**src/rtl/cdfs_pkg.sv**
```systemverilog
`default_nettype none
package cdfs_pkg;
    localparam int MAX_WIDTH_D  = 256;
    localparam int MAX_HEIGHT_D = 128;
    localparam int FRAC_BITS_D  = 24;

    localparam logic [1:0] OP_WR_MARG = 2'd0;
    localparam logic [1:0] OP_WR_COND = 2'd1;
    localparam logic [1:0] OP_SAMPLE  = 2'd2;

    localparam logic [1:0] REG_WIDTH  = 2'd0;
    localparam logic [1:0] REG_HEIGHT = 2'd1;

    typedef struct packed {
        logic [1:0]  op;
        logic [15:0] table_index;
        logic [24:0] cdf_value;
        logic [23:0] sample_x;
        logic [23:0] sample_y;
    } t_req;

    typedef struct packed {
        logic [23:0] coord_u;
        logic [23:0] coord_v;
        logic [7:0]  texel_column;
        logic [6:0]  texel_row;
    } t_rsp;

    typedef enum logic [3:0] {
        ST_IDLE, ST_WRITE, ST_SRCH, ST_SRCH_W, ST_LO, ST_LO_W, ST_HI_W,
        ST_DIV1, ST_DIV1_W, ST_DIV2, ST_DIV2_W, ST_NEXT, ST_OUT
    } t_state;

    typedef struct packed {
        logic       load;     // capture request
        logic       wr;       // perform table write
        logic       pass;     // 0 row, 1 column
        logic       srch_init;
        logic       probe_rd; // issue probe read
        logic       probe_upd;
        logic       lo_rd;
        logic       lo_cap;
        logic       hi_rd;
        logic       hi_cap;
        logic       div1_go;
        logic       div2_go;
        logic       coord_cap;
        logic       out_load;
    } t_cmd;

    typedef struct packed {
        logic srch_done;
        logic div_busy;
    } t_sts;
endpackage
`default_nettype wire

```
**src/rtl/cdfs_ctrl.sv**
```systemverilog
`default_nettype none
module cdfs_ctrl
    import cdfs_pkg::*;
(
    input  wire logic  i_clk,
    input  wire logic  i_rst_n,
    input  wire logic  i_in_valid,
    input  wire t_req  i_req,
    input  wire logic  i_out_full,
    input  wire t_sts  i_sts,
    output logic       o_in_stall,
    output t_cmd       o_cmd
);
    t_state r_state, n_state;
    logic   r_pass, n_pass;

    always_ff @(posedge i_clk) begin
        if (!i_rst_n) begin
            r_state <= ST_IDLE;
            r_pass  <= 1'b0;
        end else begin
            r_state <= n_state;
            r_pass  <= n_pass;
        end
    end

    always_comb begin
        n_state    = r_state;
        n_pass     = r_pass;
        o_cmd      = '0;
        o_cmd.pass = r_pass;
        o_in_stall = (r_state != ST_IDLE);
        case (r_state)
            ST_IDLE: begin
                if (i_in_valid) begin
                    o_cmd.load = 1'b1;
                    if (i_req.op == OP_SAMPLE) begin
                        n_state = ST_SRCH;
                        n_pass  = 1'b0;
                        o_cmd.pass = 1'b0;
                        o_cmd.srch_init = 1'b1;
                    end else begin
                        n_state = ST_WRITE;
                    end
                end
            end
            ST_WRITE: begin
                o_cmd.wr = 1'b1;
                n_state  = ST_IDLE;
            end
            ST_SRCH: begin
                if (i_sts.srch_done) begin
                    n_state = ST_LO;
                end else begin
                    o_cmd.probe_rd = 1'b1;
                    n_state = ST_SRCH_W;
                end
            end
            ST_SRCH_W: begin
                o_cmd.probe_upd = 1'b1;
                n_state = ST_SRCH;
            end
            ST_LO: begin
                o_cmd.lo_rd = 1'b1;
                n_state = ST_LO_W;
            end
            ST_LO_W: begin
                o_cmd.lo_cap = 1'b1;
                o_cmd.hi_rd  = 1'b1;
                n_state = ST_HI_W;
            end
            ST_HI_W: begin
                o_cmd.hi_cap = 1'b1;
                n_state = ST_DIV1;
            end
            ST_DIV1: begin
                o_cmd.div1_go = 1'b1;
                n_state = ST_DIV1_W;
            end
            ST_DIV1_W: begin
                if (!i_sts.div_busy) n_state = ST_DIV2;
            end
            ST_DIV2: begin
                o_cmd.div2_go = 1'b1;
                n_state = ST_DIV2_W;
            end
            ST_DIV2_W: begin
                if (!i_sts.div_busy) begin
                    o_cmd.coord_cap = 1'b1;
                    n_state = ST_NEXT;
                end
            end
            ST_NEXT: begin
                if (!r_pass) begin
                    n_pass = 1'b1;
                    o_cmd.pass = 1'b1;
                    o_cmd.srch_init = 1'b1;
                    n_state = ST_SRCH;
                end else begin
                    n_state = ST_OUT;
                end
            end
            ST_OUT: begin
                if (!i_out_full) begin
                    o_cmd.out_load = 1'b1;
                    n_state = ST_IDLE;
                end
            end
            default: n_state = ST_IDLE;
        endcase
    end
endmodule
`default_nettype wire

```
**config.mk**
```make
export PLATFORM = sky130hd
export DESIGN_NAME = cdfs_ctrl
export DESIGN_NICKNAME = d
export VERILOG_FILES = /design/src/rtl/cdfs_pkg.sv /design/src/rtl/cdfs_ctrl.sv
export SDC_FILE = /design/constraint.sdc
export NUM_CORES = 1
export LEC_CHECK = 0
export BUFFER_PORTS_ARGS = -buffer_cell sky130_fd_sc_hd__buf_4
export CAP_MARGIN = 20
export CORE_MARGIN = 2
export CORE_UTILIZATION = 22
export CTS_CLUSTER_SIZE = 28
export DETAILED_ROUTE_END_ITERATION = 16
export PLACE_DENSITY = 0.86
export SLEW_MARGIN = 5
export SYNTH_ARGS = -nofsm -noshare
export SYNTH_HDL_FRONTEND = slang
export SYNTH_SLANG_ARGS = --single-unit
```
**constraint.sdc**
```tcl
create_clock -name i_clk -period 1.5 [get_ports i_clk]
set_input_delay 0 -clock i_clk [delete_from_list [all_inputs] [get_ports i_clk]]
set_output_delay 0 -clock i_clk [all_outputs]
set_load 0.005 [all_outputs]
```
Yosys cells after proc, flatten, opt, wreduce, memory -nomap -nowiden
Cells that the tools add are included.
- mux-type cells: 30
- reduce and logical (&&, ||, !) cells: 5
- equal/unequal tests: 18
- operators with widths (kind ; count):
    $pmux 4 s12 ; 1
    $eq 4x4->1 const B ; 5
    $mux 4 ; 5
    $mux 1 ; 17
    $eq 4x3->1 const B ; 4
    $ne 2x2->1 const B ; 5
    $eq 4x2->1 const B ; 2
    $mux 2 ; 4
    $eq 4x1->1 const B ; 1
    $logic_not 4->1 ; 1
    $pmux 2 s2 ; 1
    $reduce_and 4->1 ; 1
    $reduce_bool 4->1 ; 1
    $mux 3 ; 1
    $reduce_and 3->1 ; 1
    $eq 2x2->1 const B ; 1
    $pmux 1 s2 ; 1
    $reduce_bool 2->1 ; 1
- register bits after elaboration: 5
- output and inout port bits: 15
- input bits: 97
- word-level logic and storage cells: 55

Longest topological paths before layout
Gate-level depths: netlist of the first run.
- word-level depth: 4
- mapped depth: 5
- depth with buffers taken out: 4

Least setup slack after synthesis of the first run
Ideal clock, no wire load.
- kind: flip-flop to flip-flop
- from: register r_state[1]
- to: register r_state[1]
- arrival time: 1181 ps
- period minus slack after synthesis: 1312 ps
- buffers on the path: 0
- path slack: 188 ps
- library setup time: 131 ps
- data required time: 1369 ps
- cell stages (with the launch flop): 5
- cells stage by stage: dfxtp_1 -> or3_1 -> and3_1 -> a221oi_1 -> o32ai_1
- cells in the longest elaborated chain, start to end: 3
- elaborated cells on any way between the ends: 18
- those cells by class: 15 x eq/ne; 1 x mux; 2 x reduce/logical
- RTL lines (what ; line ; RTL):
    start: declaration ; cdfs_ctrl.sv:14 ; t_state r_state, n_state;
    start signal: assignment ; cdfs_ctrl.sv:22 ; r_state <= n_state;
    $eq 4x4->1 / $logic_not 4->1 (equally long branches) ; cdfs_ctrl.sv:33 ; case (r_state)
    $ne 2x2->1 (no source line) ; - ;
    $reduce_and 4->1 (no source line) ; - ;
Several ways; a longest one is shown, not always the timed one.
A chain may end at the register's enable or synchronous reset.

==> impl_metrics.tcl, run 1 <==
set metrics [dict create \
    yosysSeqAreaShare 0.216 \
    fmax_mhz 703 \
    io_pins 112 \
    die_area_um2 2490 \
    fillCellCount 214 \
    synth_cells 64 \
    power_leakage_uw 0.000326 \
    cts_hold_buf 0 \
    p_total_uw 418 \
    report.final.hold_viol_count 0 \
    crit_path_start_kind "flip-flop" \
    placedInstanceArea_um2 657 \
    first_global_vias 588 \
    clock_sinks 5 \
    grt_max_degree 12 \
    die_y_um 49.9 \
    critPathRequiredTime_ps 1500 \
    core_area_um2 1980 \
    hp-class "input port to flip-flop" \
    synth_seq_cells 5 \
    gr-usage-met3 0.0152 \
    yosysUniqueCellTypes 31 \
    dieWidth_um 49.9 \
    grt_usage 0.129 \
    syn-num-nets 161 \
    holdPathStages 2 \
    path_max_fanout 3 \
    powerDensity_nw_per_um2 586 \
    maxSlewHeadroom 0.753 \
    path_clk_slew_ps 50 \
    clockBufferDepth 2 \
    syn-cell-area_um2 464 \
    grt_pass1_wl_mm 2.51 \
    wire_per_inst_um 12.7 \
    dp_hpwl_mm 1.14 \
    start_util 0.234 \
    numPortBuffers 22 \
    fin_crit_sh 0.949 \
    firstDrtPassIters 4 \
    finalWorstSetupSlack_ps 76.6 \
    drt_iter0_markers 24 \
    dp_slack_ps 102 \
    drt-vias-per-instance 5.02 \
    fin_crit_ps 1420 \
    clock_latency_ps 240 \
    placement_rows 16 \
    grtUsageMet2 0.222 \
    cts-buffers-inserted 3 \
    area_growth_pct 53.6 \
    final_antenna_net_count 0 \
    post-route-cell-area_um2 713 \
    status "finished, final reports clean" \
    finClkSkew_ps 5.60 \
    layout.nets 188 \
    finalWeightedCongestion 0.912 \
    rr_worst_depth 4 \
    diodes 0 \
    rr_startpoint "r_state[1]" \
    timing.rr.end "r_state[1]" \
    root_buffer "clkbuf_4" \
    avgSynthCellArea_um2 7.25 \
    yosysWarnings 0 \
    vias 587 \
    busiest_layer "met2" \
    drv_slew 0 \
    cts_max_level 1 \
    setup_tns_ps 0 \
    final_common_cell "buf_4" \
    finalSetupViolCount 0 \
    tritoncts "done" \
    reg2reg_slack_ps 130 \
    antenna_found_initial 0 \
    ir_drop_uv 310 \
    maxCapViolCount 0 \
    holdPathEnd "r_pass" \
    wirelength_mm 1.49 \
    drc 0 \
    worst_pin_slew_ps 370 \
    worstHoldStart "i_rst_n" \
    cp.arrival_ps 1420 \
    worstSetupEndpointType "output pin" \
    drive_above_1_share 0.411 \
    grt_overflow 0 \
    layout_common_cells "25 x buf_4, 10 x nor2_1, 7 x nand2_1" \
    crit_type "flip-flop to output pin" \
    met1_usage 0.158 \
    rsz0062_at_grt "true" \
]
## kinds of logic after synthesis
group                  after synthesis  share of synthesized area
AO/OA/AOI/OAI                       15                      0.243
AND/OR/NAND/NOR                     36                      0.426
multiplexers                         1                     0.0216
buffers and inverters                7                     0.0943
flip-flops                           5                      0.216
## stage by stage
stage / hold WS, ps / std cells / util
final: 3.97 / 117 / 0.360
after global placement: 246 / 112 / 0.331
after global routing: 8.76 / 117 / 0.360
after CTS: 2.17 / 116 / 0.345
after detailed placement: 254 / 112 / 0.331
after floorplan: 30.3 / 64 / -
## registers in the layout, summed over array words and instances, names as in the netlist
name     cells
r_state      4
r_pass       1
## report_power, final
part / switching (uW) / total (uW) / internal, uW
registers: 10.1 / 148 / 138
clock network: 53.9 / 154 / 101
logic: 52.4 / 116 / 63.2
total: 116 / 418 / 302
## worst max-delay path, stage by stage (launching register included)
cell and delay, ps:
dfxtp_2 320, buf_6 120, nor4_4 310, nand3_2 120, a21o_1 190, buf_4 130
## Yosys cell counts
master	n	share of area
buf_6	1	0.024
a31oi_1	1	0.013
nand2_1	7	0.057
and2_1	3	0.040
buf_2	2	0.022
a32o_1	1	0.022
nor4_4	1	0.046
mux2i_1	1	0.022
nor2_1	10	0.081
a21o_1	2	0.032
nand3_1	1	0.011
nor3_1	4	0.043
a21boi_1	1	0.016
o32ai_1	1	0.019
o31a_1	1	0.019
or3_1	1	0.013
a221oi_1	1	0.019
a21o_2	1	0.019
a21oi_1	2	0.022
and3_1	1	0.013
o21ai_0	1	0.011
nand2b_1	4	0.054
nor2b_1	2	0.027
nor4_1	1	0.013
inv_1	2	0.016
a211oi_1	1	0.016
dfxtp_1	5	0.22
o31ai_1	1	0.016
nor4_2	1	0.027
buf_4	2	0.032
o2111ai_1	1	0.019
## per-layer routing
metal / up-vias / share of wire
li1: 280 / -
met1: 255 / 0.42
met2: 48 / 0.48
met3: 4 / 0.086
met4: 0 / 0.013
met5: - / 0
## layout make-up
cell class	instances	area, um2	share of cell area
sequential	5	101	0.142
inverter	2	7.51	0.0105
clock buffer	4	26.3	0.0368
timing repair buffer	27	210	0.295
multi-input combinational	52	334	0.468
tap	27	33.8	0.0474
## how the worst max path moves through the flow
stage / endpoint / start
4_1_cts: o_cmd[11] / r_state[2]
5_1_grt: o_cmd[10] / r_state[1]
3_3_place_gp: r_state[1] / r_state[1]
6_report: o_cmd[11] / r_state[3]
2_1_floorplan: r_state[1] / r_state[1]
3_5_place_dp: r_state[1] / r_state[1]
## timing repair
item,in CTS,in global routing
endpoints found under the hold margin,0,0
resized for setup,0,6
buffers inserted,0,1
setup endpoints to repair,0,3
Power figures use the tool's default switching activity.
==> run 2: changes to the inputs <==
Settings changed: CTS_CLUSTER_SIZE 28 to 8, PLACE_DENSITY 0.86 to default, PLACE_DENSITY_LB_ADDON from default to 0.1.
==> impl_metrics.tcl, run 2 (synthesized netlist as in run 1, its figures left out) <==
set metrics [dict create \
    final_antenna_net_count 0 \
    dp_slack_ps 81.4 \
    finalWorstSetupSlack_ps 53.8 \
    placedCellCount 117 \
    cts-buffers-inserted 3 \
    clock_sinks 5 \
    grt_pass1_wl_mm 2.50 \
    drt_iter0_markers 26 \
    report.final.hold_viol_count 0 \
    antenna_found_initial 0 \
    die_area_um2 2490 \
    first_global_vias 556 \
    root_buffer "clkbuf_4" \
    maxSlewHeadroom 0.803 \
    worst_pin_slew_ps 295 \
    drt-vias-per-instance 4.78 \
    dp_hpwl_mm 1.22 \
    grt_overflow 0 \
    rsz0062_at_grt "true" \
    io_pins 112 \
    cp.arrival_ps 1450 \
    grt_max_degree 12 \
    finalWeightedCongestion 0.778 \
    wirelength_mm 1.55 \
    status "finished, final reports clean" \
    path_clk_slew_ps 40 \
    clock_latency_ps 240 \
    fin_crit_sh 0.964 \
    numPortBuffers 22 \
    finalSetupViolCount 0 \
    post-cts-setup-buffer-count 0 \
    drc 0 \
    firstDrtPassIters 4 \
    placedInstanceArea_um2 694 \
    drv_slew 0 \
    area_growth_pct 59.8 \
    hp-class "input port to flip-flop" \
    crit_path_start_kind "flip-flop" \
    start_util 0.234 \
    final_common_cell "buf_4" \
    core_area_um2 1980 \
    top_register "r_state" \
    dieWidth_um 49.9 \
    power_leakage_uw 0.000348 \
    grt_usage 0.134 \
    p_total_uw 427 \
    stdcell_count 122 \
    wire_per_inst_um 12.7 \
    vias 583 \
    drive_above_1_share 0.411 \
    critPathRequiredTime_ps 1500 \
    top_regs "r_state (4), r_pass (1)" \
    tritoncts "done" \
    path_max_fanout 10 \
    finClkSkew_ps 2.66 \
    whs_ps 63.7 \
    fin_crit_ps 1450 \
    layout_common_cells "31 x buf_4, 10 x nor2_1, 7 x nand2_1" \
    diodes 0 \
    clockBufferDepth 2 \
    largest_reg_flops 4 \
    fmax_mhz 691 \
    powerDensity_nw_per_um2 575 \
    maxCapViolCount 0 \
    post-route-cell-area_um2 742 \
    ir_drop_uv 452 \
    layout.nets 193 \
    placement_rows 16 \
    cts_max_level 1 \
    worstSetupEndpointType "output pin" \
    die_y_um 49.9 \
    crit_type "flip-flop to output pin" \
]
==> run 2: critical path, stage by stage (launching register included) <==
cell	delay (ps)
dfxtp_1	350
buf_4	180
nand2b_1	280
nor2_1	90
a21o_1	170
buf_4	130
==> run 2: worst paths after layout <==
| check | from | endpoint | slack [ps] | cells past startpoint |
|---|---|---|---|---|
| worst min register to register | r_pass | r_state[2] | 610 | 2 |
| worst max-delay path | r_state[2] | o_cmd[11] | 50 | 5 |
| worst max register to register | r_state[1] | r_state[1] | 130 | 4 |
| worst min-delay path | i_sts[0] | r_state[1] | 60 | 3 |
==> run 2: cell type report <==
type                       instances  area, um2
timing repair buffer              32        243
inverter                           2       7.51
fill                             219       1240
sequential                         5        100
tap                               27       33.8
clock buffer                       4       26.3
multi-input combinational         52        332
==> run 2: what timing repair did <==
| item | in CTS | in global routing |
|---|---|---|
| hold buffers | 1 | 0 |
| gates resized for setup | 0 | 2 |
| endpoints found under the setup margin | 0 | 4 |
| hold endpoints to repair | 1 | 0 |
==> run 2: per-layer routing <==
layer,up-vias,share of wire,track usage
met5,-,0,0
met4,0,0.0077,0.0509
met3,3,0.069,0.0515
met2,27,0.47,0.213
met1,263,0.45,0.161
li1,290,-,-
==> run 2: where the power goes <==
group	total [uW]	internal, uW	switching, uW
combinational	128	71.5	56.2
sequential	145	138	6.72
clock	154	100	53.8
total	427	310	117
==> run 2: through the flow <==
| stage | utilization | TNS [ps] |
|---|---|---|
| finish | 0.374 | 0 |
| global placement | 0.350 | 0 |
| detailed placement | 0.350 | 0 |
| CTS | 0.369 | 0 |
| floorplan | - | 0 |
| global route | 0.374 | -88.4 |
